### src/rtl/fdef_pkg.sv
package fdef_pkg;

  localparam int unsigned CountBitsDefault = 16;

  localparam int unsigned ByteW     = 8;
  localparam int unsigned TargetW   = 16;
  localparam int unsigned PosW      = 5;
  localparam int unsigned ClusterW  = 28;
  localparam int unsigned ClusHiW   = 12;
  localparam int unsigned ClusLoW   = 16;
  localparam int unsigned ApbAddrW  = 3;
  localparam int unsigned ApbDataW  = 32;

  localparam logic [ByteW-1:0] LeadDeleted  = 8'hE5;
  localparam logic [ByteW-1:0] LeadEnd      = 8'h00;
  localparam logic [ByteW-1:0] AttrSkipMask = 8'h0E;
  localparam logic [ByteW-1:0] AttrDir      = 8'h10;

  localparam logic [PosW-1:0] PosLead    = 5'd0;
  localparam logic [PosW-1:0] PosAttr    = 5'd11;
  localparam logic [PosW-1:0] PosHiLow   = 5'd20;
  localparam logic [PosW-1:0] PosHiHigh  = 5'd21;
  localparam logic [PosW-1:0] PosLoLow   = 5'd26;
  localparam logic [PosW-1:0] PosLoHigh  = 5'd27;
  localparam logic [PosW-1:0] PosLast    = 5'd31;

  localparam logic [0:0] RegFat32Mode = 1'b0;

  typedef struct packed {
    logic [ClusterW-1:0] start_cluster;
    logic                is_directory;
    logic                not_found;
  } result_t;

endpackage

### src/rtl/fat_directory_entry_finder.sv
// Scans a FAT directory region one byte per item, in 32-byte entries, and
// reports the start cluster and directory flag of the requested visible
// entry, or not found. A byte is taken in every cycle while in_stall_o is
// low; each item is handled in the cycle it is accepted and its result, if
// any, goes into the output register, or into the skid register behind it
// if that is full, so input keeps flowing while a result waits and stalls
// only when both hold a result that has not been taken. The fat32_mode
// register is at byte addresses 0-3 of the configuration port; resets to 1.
module fat_directory_entry_finder #(
  parameter int unsigned COUNT_BITS = fdef_pkg::CountBitsDefault
) (
  input  logic                           clk_i,
  input  logic                           rst_ni,
  input  logic                           psel,
  input  logic                           penable,
  input  logic                           pwrite,
  input  logic [fdef_pkg::ApbAddrW-1:0]  paddr,
  input  logic [fdef_pkg::ApbDataW-1:0]  pwdata,
  output logic [fdef_pkg::ApbDataW-1:0]  prdata,
  output logic                           pready,
  input  logic                           in_valid_i,
  output logic                           in_stall_o,
  input  logic [fdef_pkg::ByteW-1:0]     dir_byte_i,
  input  logic                           first_byte_i,
  input  logic                           last_byte_i,
  input  logic                           read_error_i,
  input  logic [fdef_pkg::TargetW-1:0]   target_entry_i,
  output logic                           out_valid_o,
  input  logic                           out_stall_i,
  output logic [fdef_pkg::ClusterW-1:0]  start_cluster_o,
  output logic                           is_directory_o,
  output logic                           not_found_o
);

  localparam int unsigned CmpW =
    (COUNT_BITS > fdef_pkg::TargetW) ? COUNT_BITS : fdef_pkg::TargetW;
  localparam logic [COUNT_BITS-1:0] CountMax = {COUNT_BITS{1'b1}};

  logic                              fat32_q;
  logic [fdef_pkg::PosW-1:0]         pos_q, pos_d;
  logic [COUNT_BITS-1:0]             count_q, count_d;
  logic [fdef_pkg::TargetW-1:0]      wanted_q, wanted_d;
  logic [fdef_pkg::ByteW-1:0]        lead_q, lead_d;
  logic [fdef_pkg::ByteW-1:0]        attr_q, attr_d;
  logic [fdef_pkg::ClusHiW-1:0]      hi_q, hi_d;
  logic [fdef_pkg::ClusLoW-1:0]      lo_q, lo_d;
  logic                              fin_q, fin_d;

  logic                              out_v_q, skid_v_q;
  fdef_pkg::result_t                 out_q, skid_q, res;

  logic                              cfg_sel, cfg_wr, in_acc, take, emit;
  logic                              visible, match;
  logic [COUNT_BITS-1:0]             count_inc;
  logic [fdef_pkg::ClusterW-1:0]     clus;

  assign cfg_sel = (paddr[fdef_pkg::ApbAddrW-1] == fdef_pkg::RegFat32Mode);
  assign cfg_wr  = psel && penable && pwrite && pready;
  assign pready  = 1'b1;
  assign prdata  = cfg_sel ? {{(fdef_pkg::ApbDataW-1){1'b0}}, fat32_q}
                           : '0;

  assign take       = out_v_q && !out_stall_i;
  assign in_stall_o = skid_v_q;
  assign in_acc     = in_valid_i && !skid_v_q;

  always_comb begin
    pos_d    = first_byte_i ? '0 : pos_q;
    count_d  = first_byte_i ? '0 : count_q;
    wanted_d = first_byte_i ? target_entry_i : wanted_q;
    lead_d   = first_byte_i ? '0 : lead_q;
    attr_d   = first_byte_i ? '0 : attr_q;
    hi_d     = first_byte_i ? '0 : hi_q;
    lo_d     = first_byte_i ? '0 : lo_q;
    fin_d    = first_byte_i ? 1'b0 : fin_q;
    emit     = 1'b0;
    visible  = 1'b0;
    match    = 1'b0;
    count_inc = '0;
    clus     = '0;
    res      = '{start_cluster: '0, is_directory: 1'b0, not_found: 1'b1};

    if (!fin_d) begin
      if (read_error_i) begin
        emit = 1'b1;
      end else begin
        case (pos_d)
          fdef_pkg::PosLead: begin
            lead_d = dir_byte_i;
          end
          fdef_pkg::PosAttr: begin
            attr_d = dir_byte_i;
          end
          fdef_pkg::PosHiLow: begin
            hi_d = {hi_d[fdef_pkg::ClusHiW-1:fdef_pkg::ByteW], dir_byte_i};
          end
          fdef_pkg::PosHiHigh: begin
            hi_d = {dir_byte_i[3:0], hi_d[fdef_pkg::ByteW-1:0]};
          end
          fdef_pkg::PosLoLow: begin
            lo_d = {lo_d[fdef_pkg::ClusLoW-1:fdef_pkg::ByteW], dir_byte_i};
          end
          fdef_pkg::PosLoHigh: begin
            lo_d = {dir_byte_i, lo_d[fdef_pkg::ByteW-1:0]};
          end
          default: begin
          end
        endcase

        visible = (pos_d == fdef_pkg::PosLast) &&
                  (lead_d != fdef_pkg::LeadDeleted) &&
                  ((attr_d & fdef_pkg::AttrSkipMask) == '0);
        count_inc = (count_d == CountMax) ? count_d : count_d + 1'b1;
        match = visible &&
                (CmpW'(count_inc) == CmpW'(wanted_d));
        clus = {(fat32_q ? hi_d : {fdef_pkg::ClusHiW{1'b0}}), lo_d};
        if (visible) begin
          count_d = count_inc;
        end

        if ((pos_d == fdef_pkg::PosLead) && (dir_byte_i == fdef_pkg::LeadEnd)) begin
          emit = 1'b1;
        end else if (match) begin
          emit = 1'b1;
          if ((clus != '0) || attr_d[4]) begin
            res.start_cluster = clus;
            res.is_directory  = |(attr_d & fdef_pkg::AttrDir);
            res.not_found     = 1'b0;
          end
        end else if (last_byte_i) begin
          emit = 1'b1;
        end
        pos_d = pos_d + 1'b1;
      end
    end
    if (emit) begin
      fin_d = 1'b1;
    end
  end

  always_ff @(posedge clk_i or negedge rst_ni) begin
    if (!rst_ni) begin
      fat32_q  <= 1'b1;
      pos_q    <= '0;
      count_q  <= '0;
      wanted_q <= '0;
      lead_q   <= '0;
      attr_q   <= '0;
      hi_q     <= '0;
      lo_q     <= '0;
      fin_q    <= 1'b1;
      out_v_q  <= 1'b0;
      skid_v_q <= 1'b0;
    end else begin
      if (cfg_wr && cfg_sel) begin
        fat32_q <= pwdata[0];
      end
      if (in_acc) begin
        pos_q    <= pos_d;
        count_q  <= count_d;
        wanted_q <= wanted_d;
        lead_q   <= lead_d;
        attr_q   <= attr_d;
        hi_q     <= hi_d;
        lo_q     <= lo_d;
        fin_q    <= fin_d;
      end
      if (!out_v_q || take) begin
        if (skid_v_q) begin
          out_v_q  <= 1'b1;
          skid_v_q <= 1'b0;
        end else begin
          out_v_q <= in_acc && emit;
        end
      end else if (in_acc && emit) begin
        skid_v_q <= 1'b1;
      end
    end
  end

  always_ff @(posedge clk_i) begin
    if (!out_v_q || take) begin
      out_q <= skid_v_q ? skid_q : res;
    end else if (in_acc && emit) begin
      skid_q <= res;
    end
  end

  assign out_valid_o     = out_v_q;
  assign start_cluster_o = out_q.start_cluster;
  assign is_directory_o  = out_q.is_directory;
  assign not_found_o     = out_q.not_found;

  a_skid_needs_out: assert property (@(posedge clk_i) disable iff (!rst_ni)
    skid_v_q |-> out_v_q)
    else $error("skid register holds a result while the output register is empty");

  a_skid_holds: assert property (@(posedge clk_i) disable iff (!rst_ni)
    (skid_v_q && !take) |=> (skid_v_q && $stable(skid_q)))
    else $error("waiting skid result was lost or changed");

  a_nf_zero: assert property (@(posedge clk_i) disable iff (!rst_ni)
    (out_v_q && out_q.not_found) |->
      (out_q.start_cluster == '0 && !out_q.is_directory))
    else $error("not found result carries a cluster or directory flag");

  a_found_nonzero: assert property (@(posedge clk_i) disable iff (!rst_ni)
    (out_v_q && !out_q.not_found) |->
      (out_q.start_cluster != '0 || out_q.is_directory))
    else $error("found result has zero cluster and no directory flag");

  a_result_ends_scan: assert property (@(posedge clk_i) disable iff (!rst_ni)
    (in_acc && emit) |=> fin_q)
    else $error("scan still running after a result");

endmodule
### config.mk
export PLATFORM = sky130hd
export DESIGN_NAME = fat_directory_entry_finder
export DESIGN_NICKNAME = d
export VERILOG_FILES = /design/src/rtl/fdef_pkg.sv /design/src/rtl/fat_directory_entry_finder.sv
export SDC_FILE = /design/constraint.sdc
export NUM_CORES = 1
export LEC_CHECK = 0
export BUFFER_PORTS_ARGS = -buffer_cell sky130_fd_sc_hd__buf_2
export CAP_MARGIN = 40
export CORE_AREA = 8 8 127 129
export DETAILED_ROUTE_END_ITERATION = 6
export DIE_AREA = 0 0 135 137
export GPL_TIMING_DRIVEN = 0
export HOLD_SLACK_MARGIN = 0.02
export PLACE_DENSITY = 0.85
export SYNTH_ARGS = -nofsm -noshare
export SYNTH_HDL_FRONTEND = slang
export SYNTH_SLANG_ARGS = --single-unit
### constraint.sdc
create_clock -name clk_i -period 5.8 [get_ports clk_i]
set_input_delay 0.58 -clock clk_i [delete_from_list [all_inputs] [get_ports clk_i]]
set_output_delay 0.58 -clock clk_i [all_outputs]
set_load 0.005 [all_outputs]
## Word level (Yosys, flattened, before mapping)

Cells that the tools add are included.

- Register bits after elaboration: 145
- Bits of input ports: 69
- Output and inout bits: 65
- Logic and storage cells: 102

- Add/subtract/negate cells: 2
- Eq/ne operators: 9
- Mux-type cells: 51
- Bitwise logic cells: 2
- Reductions and logical operators: 21

Operators by type and width:

| kind | number |
|---|---|
| 30-bit 2-to-1 mux | 6 |
| 16-bit 2-to-1 mux | 11 |
| 8-bit 2-to-1 mux | 12 |
| 12-bit 2-to-1 mux | 6 |
| 16-bit case mux with 2 select lines | 1 |
| 28-bit nonzero test | 1 |
| 5-bit == test (second input constant) | 5 |
| 12-bit case mux with 2 select lines | 1 |
| 16-bit by 1-bit adder with 16-bit output (second input constant) | 1 |
| 16-bit == test | 1 |
| 16-bit == test (second input constant) | 1 |
| 8-bit zero test | 2 |
| 5-bit 2-to-1 mux | 3 |
| 1-bit 2-to-1 mux | 11 |
| 1-bit logical AND | 10 |
| 8-bit inequality test (second input constant) | 1 |
| 5-bit by 1-bit adder with 5-bit output (second input constant) | 1 |
| 5-bit by 4-bit == test with 1-bit output (second input constant) | 1 |
| 5-bit zero test | 1 |
| 1-bit zero test | 3 |
| 1-bit logical OR | 2 |
| 1-bit NOT | 2 |
| 2-bit AND reduction | 1 |
| 2-bit nonzero test | 1 |

## Depth between registers and ports, before layout

- Depth in word-level cells: 16
- Depth in mapped cells: 17

## Worst setup path before layout

Ideal clock, no wire load.

- Kind: input-to-reg
- From: in first_byte_i
- To: reg skid_q[0] in the netlist's numbering, enable pin
- Setup time: 0.417 ns
- Arrival: 4.494 ns
- Data required time: 5.383 ns
- Setup slack: 0.889 ns
- Stages: 15
- Cell sequence: buf_6 -> buf_6 -> buf_6 -> buf_2 -> clkbuf_1 -> nor2b_1 -> ha_1 -> and4b_1 -> nand4_1 -> nor3b_1 -> xnor2_1 -> o211ai_1 -> nor4_4 -> o21ai_0 -> nor2_1

- Word-level cells in the longest chain between the ends: 15

RTL lines:

| item | RTL line | text |
|---|---|---|
| from (decl) | fat_directory_entry_finder.sv:24 | `input logic first_byte_i,` |
| parallel branches: the longest is 12 deep, another holds 16-bit by 1-bit adder with 16-bit output | - |  |
| 1-bit 2-to-1 mux * | fat_directory_entry_finder.sv:83 | `if (!fin_d) begin` |
| 1-bit logical AND * | fat_directory_entry_finder.sv:184 | `end else if (in_acc && emit) begin` |
| 2-bit AND reduction (no source line) * | - |  |
| to (signal assigned) | fat_directory_entry_finder.sv:185 | `skid_q <= res;` |
| to (decl) | fat_directory_entry_finder.sv:50 | `fdef_pkg::result_t out_q, skid_q, res;` |

Every way passes the cells marked *. The select of a mux whose other input is x is not followed.
A chain may end at the register's enable or synchronous reset.

## Final worst setup path

- From: in first_byte_i
- To: reg skid_q[20] in the netlist's numbering, enable pin

Same word-level chain as after synthesis.

==> impl_results.md <==
- FMAX: 196 MHz
- Initial antenna violation count: 0
- Layout cells sized above 1: 21.2%
- Switching Power: 0.693 mW
- Syn Std Cell Area: 7810 um^2
- Setup TNS: 0 ps
- RSZ-0062 raised after global routing: no
- Top delay family on crit path: simple AND/OR/NAND/NOR gates
- Die area: 18,500 um^2
- DP HPWL: 14,900 um
- Buffers on Ports: 68
- Worst setup margin: 708 ps
- Antenna diodes: 0
- Internal power: 1.83 mW
- Place WS: 416 ps
- Critical path class: input pin to flip-flop
- Post-synthesis sequential element count: 141
- Initial core utilization: 55.0%
- Cell mode on critical path: buf_6
- Buf/Inv on CP: 7
- Drt first-iter violations: 753
- Post-synth EDFFs: 60
- CTS Buf Count: 17
- Clk sinks: 141
- Setup crit end kind: flip-flop
- Slew of the pin with the lowest slew margin: 874 ps
- Logic pwr share: 11.6%
- Sw Ratio: 27.5%
- Routed vias: 6,852
- Sequential share of power: 45.5%
- Fillers: 1,136
- Final #Nets: 977
- Later-pin clock latency in the skew report: 440 ps
- CP max stage delay: 570 ps
- Clock transition at the registers of the reported paths: 60 ps
- Period minus WS final: 5090 ps
- CP Max Fanout: 19
- Top-area cell type share of the netlist area: 25.3%
- Outcome: finished, final reports clean
- Post-CTS setup buffer count: 0
- CTS max path bufs: 2
- FF-to-FF Start: count_q[0]$_DFFE_PN0P_
- Endpoints failing setup: 0
- CP startpoint kind: input pin
- GRT Residual Overflow: 0
- Max-cap viol count: 0
- Synth area leaders: dfrtp_1 25%, edfxtp_1 23%, nand2_1 4.3%
- Via/cell ratio: 6.21
- Clk pwr share: 42.9%
- Vias in the first global route: 6,446
- Post-synthesis cell count: 786
- Residual DRC: 0
- Sequential area share after synthesis: 49.0%
- Top_reg_cell synth: dfrtp_1
- Reg-to-reg critical path endpoint: skid_q[20]$_DFFE_PP_
- CTS tree: done
- Hold WC Path Type: input pin to asynchronous set/reset pin
- Synthesis Warnings: 0
- Final Total Pwr: 2.52 mW
- Layout Skew: 10.3 ps
- Arr. time, crit path: 5230 ps
- WP data required: 5940 ps
- CTS root buffer: clkbuf_16
- Area leader, netlist: dfrtp_1
- Die Width: 135 um
- Leakage: 3.91 nW
- DIE HEIGHT: 137 um
- Pins over their slew limit: 0
- Post-CTS Hold Buffers: 0
- Power density over the cells: 276 nW/um^2
- Largest net degree at the start of global routing: 48
- Wire per inst: 19.5 um
- Critical path's slowest cell: nor2_2
- Fin util: 64.3%
- Async SR Flop Fraction: 57.4%
- Site Rows: 44
- Core box area: 14,200 um^2
- Global placement routability congestion: 0.934
- Final WL: 21,500 um
- Max_slew headroom: 41.5%
- Placed insts: 1,071
- Fin crit share: 87.8%
- Maximum vdd drop: 0.000170 V
- Post-cts sizing count: 0
- First-pass GRT wire length: 33,500 um
- Fin cells: 1,103
- H-tree levels: 4
- I/O Pins: 134
- Synth cell types: 76
- Critical path cell sequence: buf_2, buf_6, buf_6, buf_6, buf_2, clkbuf_1, nor2b_1, ha_1, and4b_1, nand4_1, o21ai_0, a221oi_1, nand4_1, nor4_4, o21ai_0, nor2_2, buf_8
- DRT Pass-1 Iters: 7
- Syn avg cell area: 9.94 um^2
- Worst r2r path cells: 11
- Antenna-violating nets left: 0
- Flop2flop setup slack: 1590 ps
- P&R area growth vs syn: 16.9%
- Final count of hold timing violations: 0
- Global-route usage over all layers: 23.3%
==> area by class of cell <==
| cell class | count | area, um^2 | area share, % |
|---|---|---|---|
| well taps | 184 | 230 | 2.52 |
| clock buffers | 17 | 425 | 4.66 |
| plain buffers | 83 | 482 | 5.27 |
| flip-flops and latches | 141 | 3830 | 41.9 |
| repair buffers | 71 | 400 | 4.38 |
| clock inverters | 15 | 149 | 1.63 |
| inverters | 14 | 52.6 | 0.575 |
| multi-input cells | 578 | 3560 | 39.0 |
==> worst reg2reg max path, stage by stage, from the launching register on <==
cell and delay [ps]:
dfrtp_1 490, nor2b_1 170, ha_1 250, and4b_1 310, nand4_1 350, o2111a_1 380
xnor2_1 160, o211ai_1 160, nor4_4 490, o21ai_0 300, nor2_2 570, buf_8 270
==> registers in the layout (all words and copies together) (netlist names), 4 cells and up <==
signal / flops
attr_q: 4
count_q: 16
hi_q: 12
lead_q: 8
lo_q: 16
pos_q: 5
skid_q: 30
start_cluster_o: 28
wanted_q: 16
==> power groups by stage <==
| stage | logic [mW] | clock network, mW | registers [mW] |
|---|---|---|---|
| 2_1_floorplan | 0.177 | 0 | 1.16 |
| 3_3_place_gp | 0.273 | 0 | 1.16 |
| 3_5_place_dp | 0.287 | 0 | 1.17 |
| 4_1_cts | 0.290 | 1.08 | 1.15 |
| 5_1_grt | 0.319 | 1.12 | 1.15 |
| 6_report | 0.293 | 1.08 | 1.15 |
==> worst max path at each step <==
stage                             from                    to  slack (ps)  depth (start not counted)
after floorplan           first_byte_i   skid_q[0]$_DFFE_PP_         890                         15
after global placement    first_byte_i  skid_q[20]$_DFFE_PP_        -510                         16
after detailed placement  first_byte_i  skid_q[20]$_DFFE_PP_         420                         17
after CTS                 first_byte_i   skid_q[3]$_DFFE_PP_         850                         18
after global routing      first_byte_i  skid_q[24]$_DFFE_PP_         390                         17
final                     first_byte_i  skid_q[20]$_DFFE_PP_         710                         17
==> kinds of logic after synthesis <==
family / share of synthesized area [%]
DFF: 49.0
other: 0.0961
and+or+nand+nor: 19.1
adders and majority gates: 0.320
xor gates and xnor gates: 1.91
buffers and inverters: 6.84
muxes: 4.05
AOI/OAI and AO/OA: 18.6
==> synth_stat cells, types with 4 or more instances <==
cell type	instances
buf_2	11
dfrtp_1	79
xnor2_1	12
a31oi_1	28
and4_1	5
nand2b_1	9
nand4_1	10
nand2_1	89
nand3_1	9
o31ai_1	29
nor2b_1	11
and2_1	5
o21ai_0	48
nor2_1	74
buf_4	33
nor3_1	12
buf_6	4
clkbuf_1	31
mux2i_1	8
edfxtp_1	60
nor4_1	4
and3_1	18
o31ai_2	8
or3_1	4
a22o_1	29
nor3b_1	5
mux2_2	21
or4_1	4
and4b_1	7
inv_1	13
a21oi_1	28
xor2_1	5
==> placed cells by master, fill, tap and decap left out, types with 17 or more instances in the layout <==
master,Yosys,layout
buf_2,11,78
conb_1,2,32
nand2_1,89,89
edfxtp_1,60,60
dfrtp_1,79,79
a31oi_1,28,28
clkbuf_1,31,31
a21oi_1,28,28
buf_4,33,34
o21ai_0,48,48
a22o_1,29,29
nor2_1,74,73
and3_1,18,18
clkbuf_16,0,17
mux2_2,21,21
o31ai_1,29,29
==> routing by layer <==
layer  global-route usage [%]  vias to the layer above  routed length [um]
met5                        0                        -                   0
met4                     12.9                        0                 902
met3                     6.42                       89                2360
met2                     36.0                      473                9810
met1                     29.0                     3185                8400
li1                         -                     3105                   -
==> metrics by stage <==
| stage | instance area (um^2) | hold WS, ps |
|---|---|---|
| 3_3_place_gp | 8500 | 439 |
| 4_1_cts | 9130 | 104 |
| 6_report | 9130 | 102 |
| 2_1_floorplan | 7930 | 284 |
| 5_1_grt | 9130 | 119 |
| 3_5_place_dp | 8560 | 442 |
No activity file was read; power rests on OpenSTA's default activity.
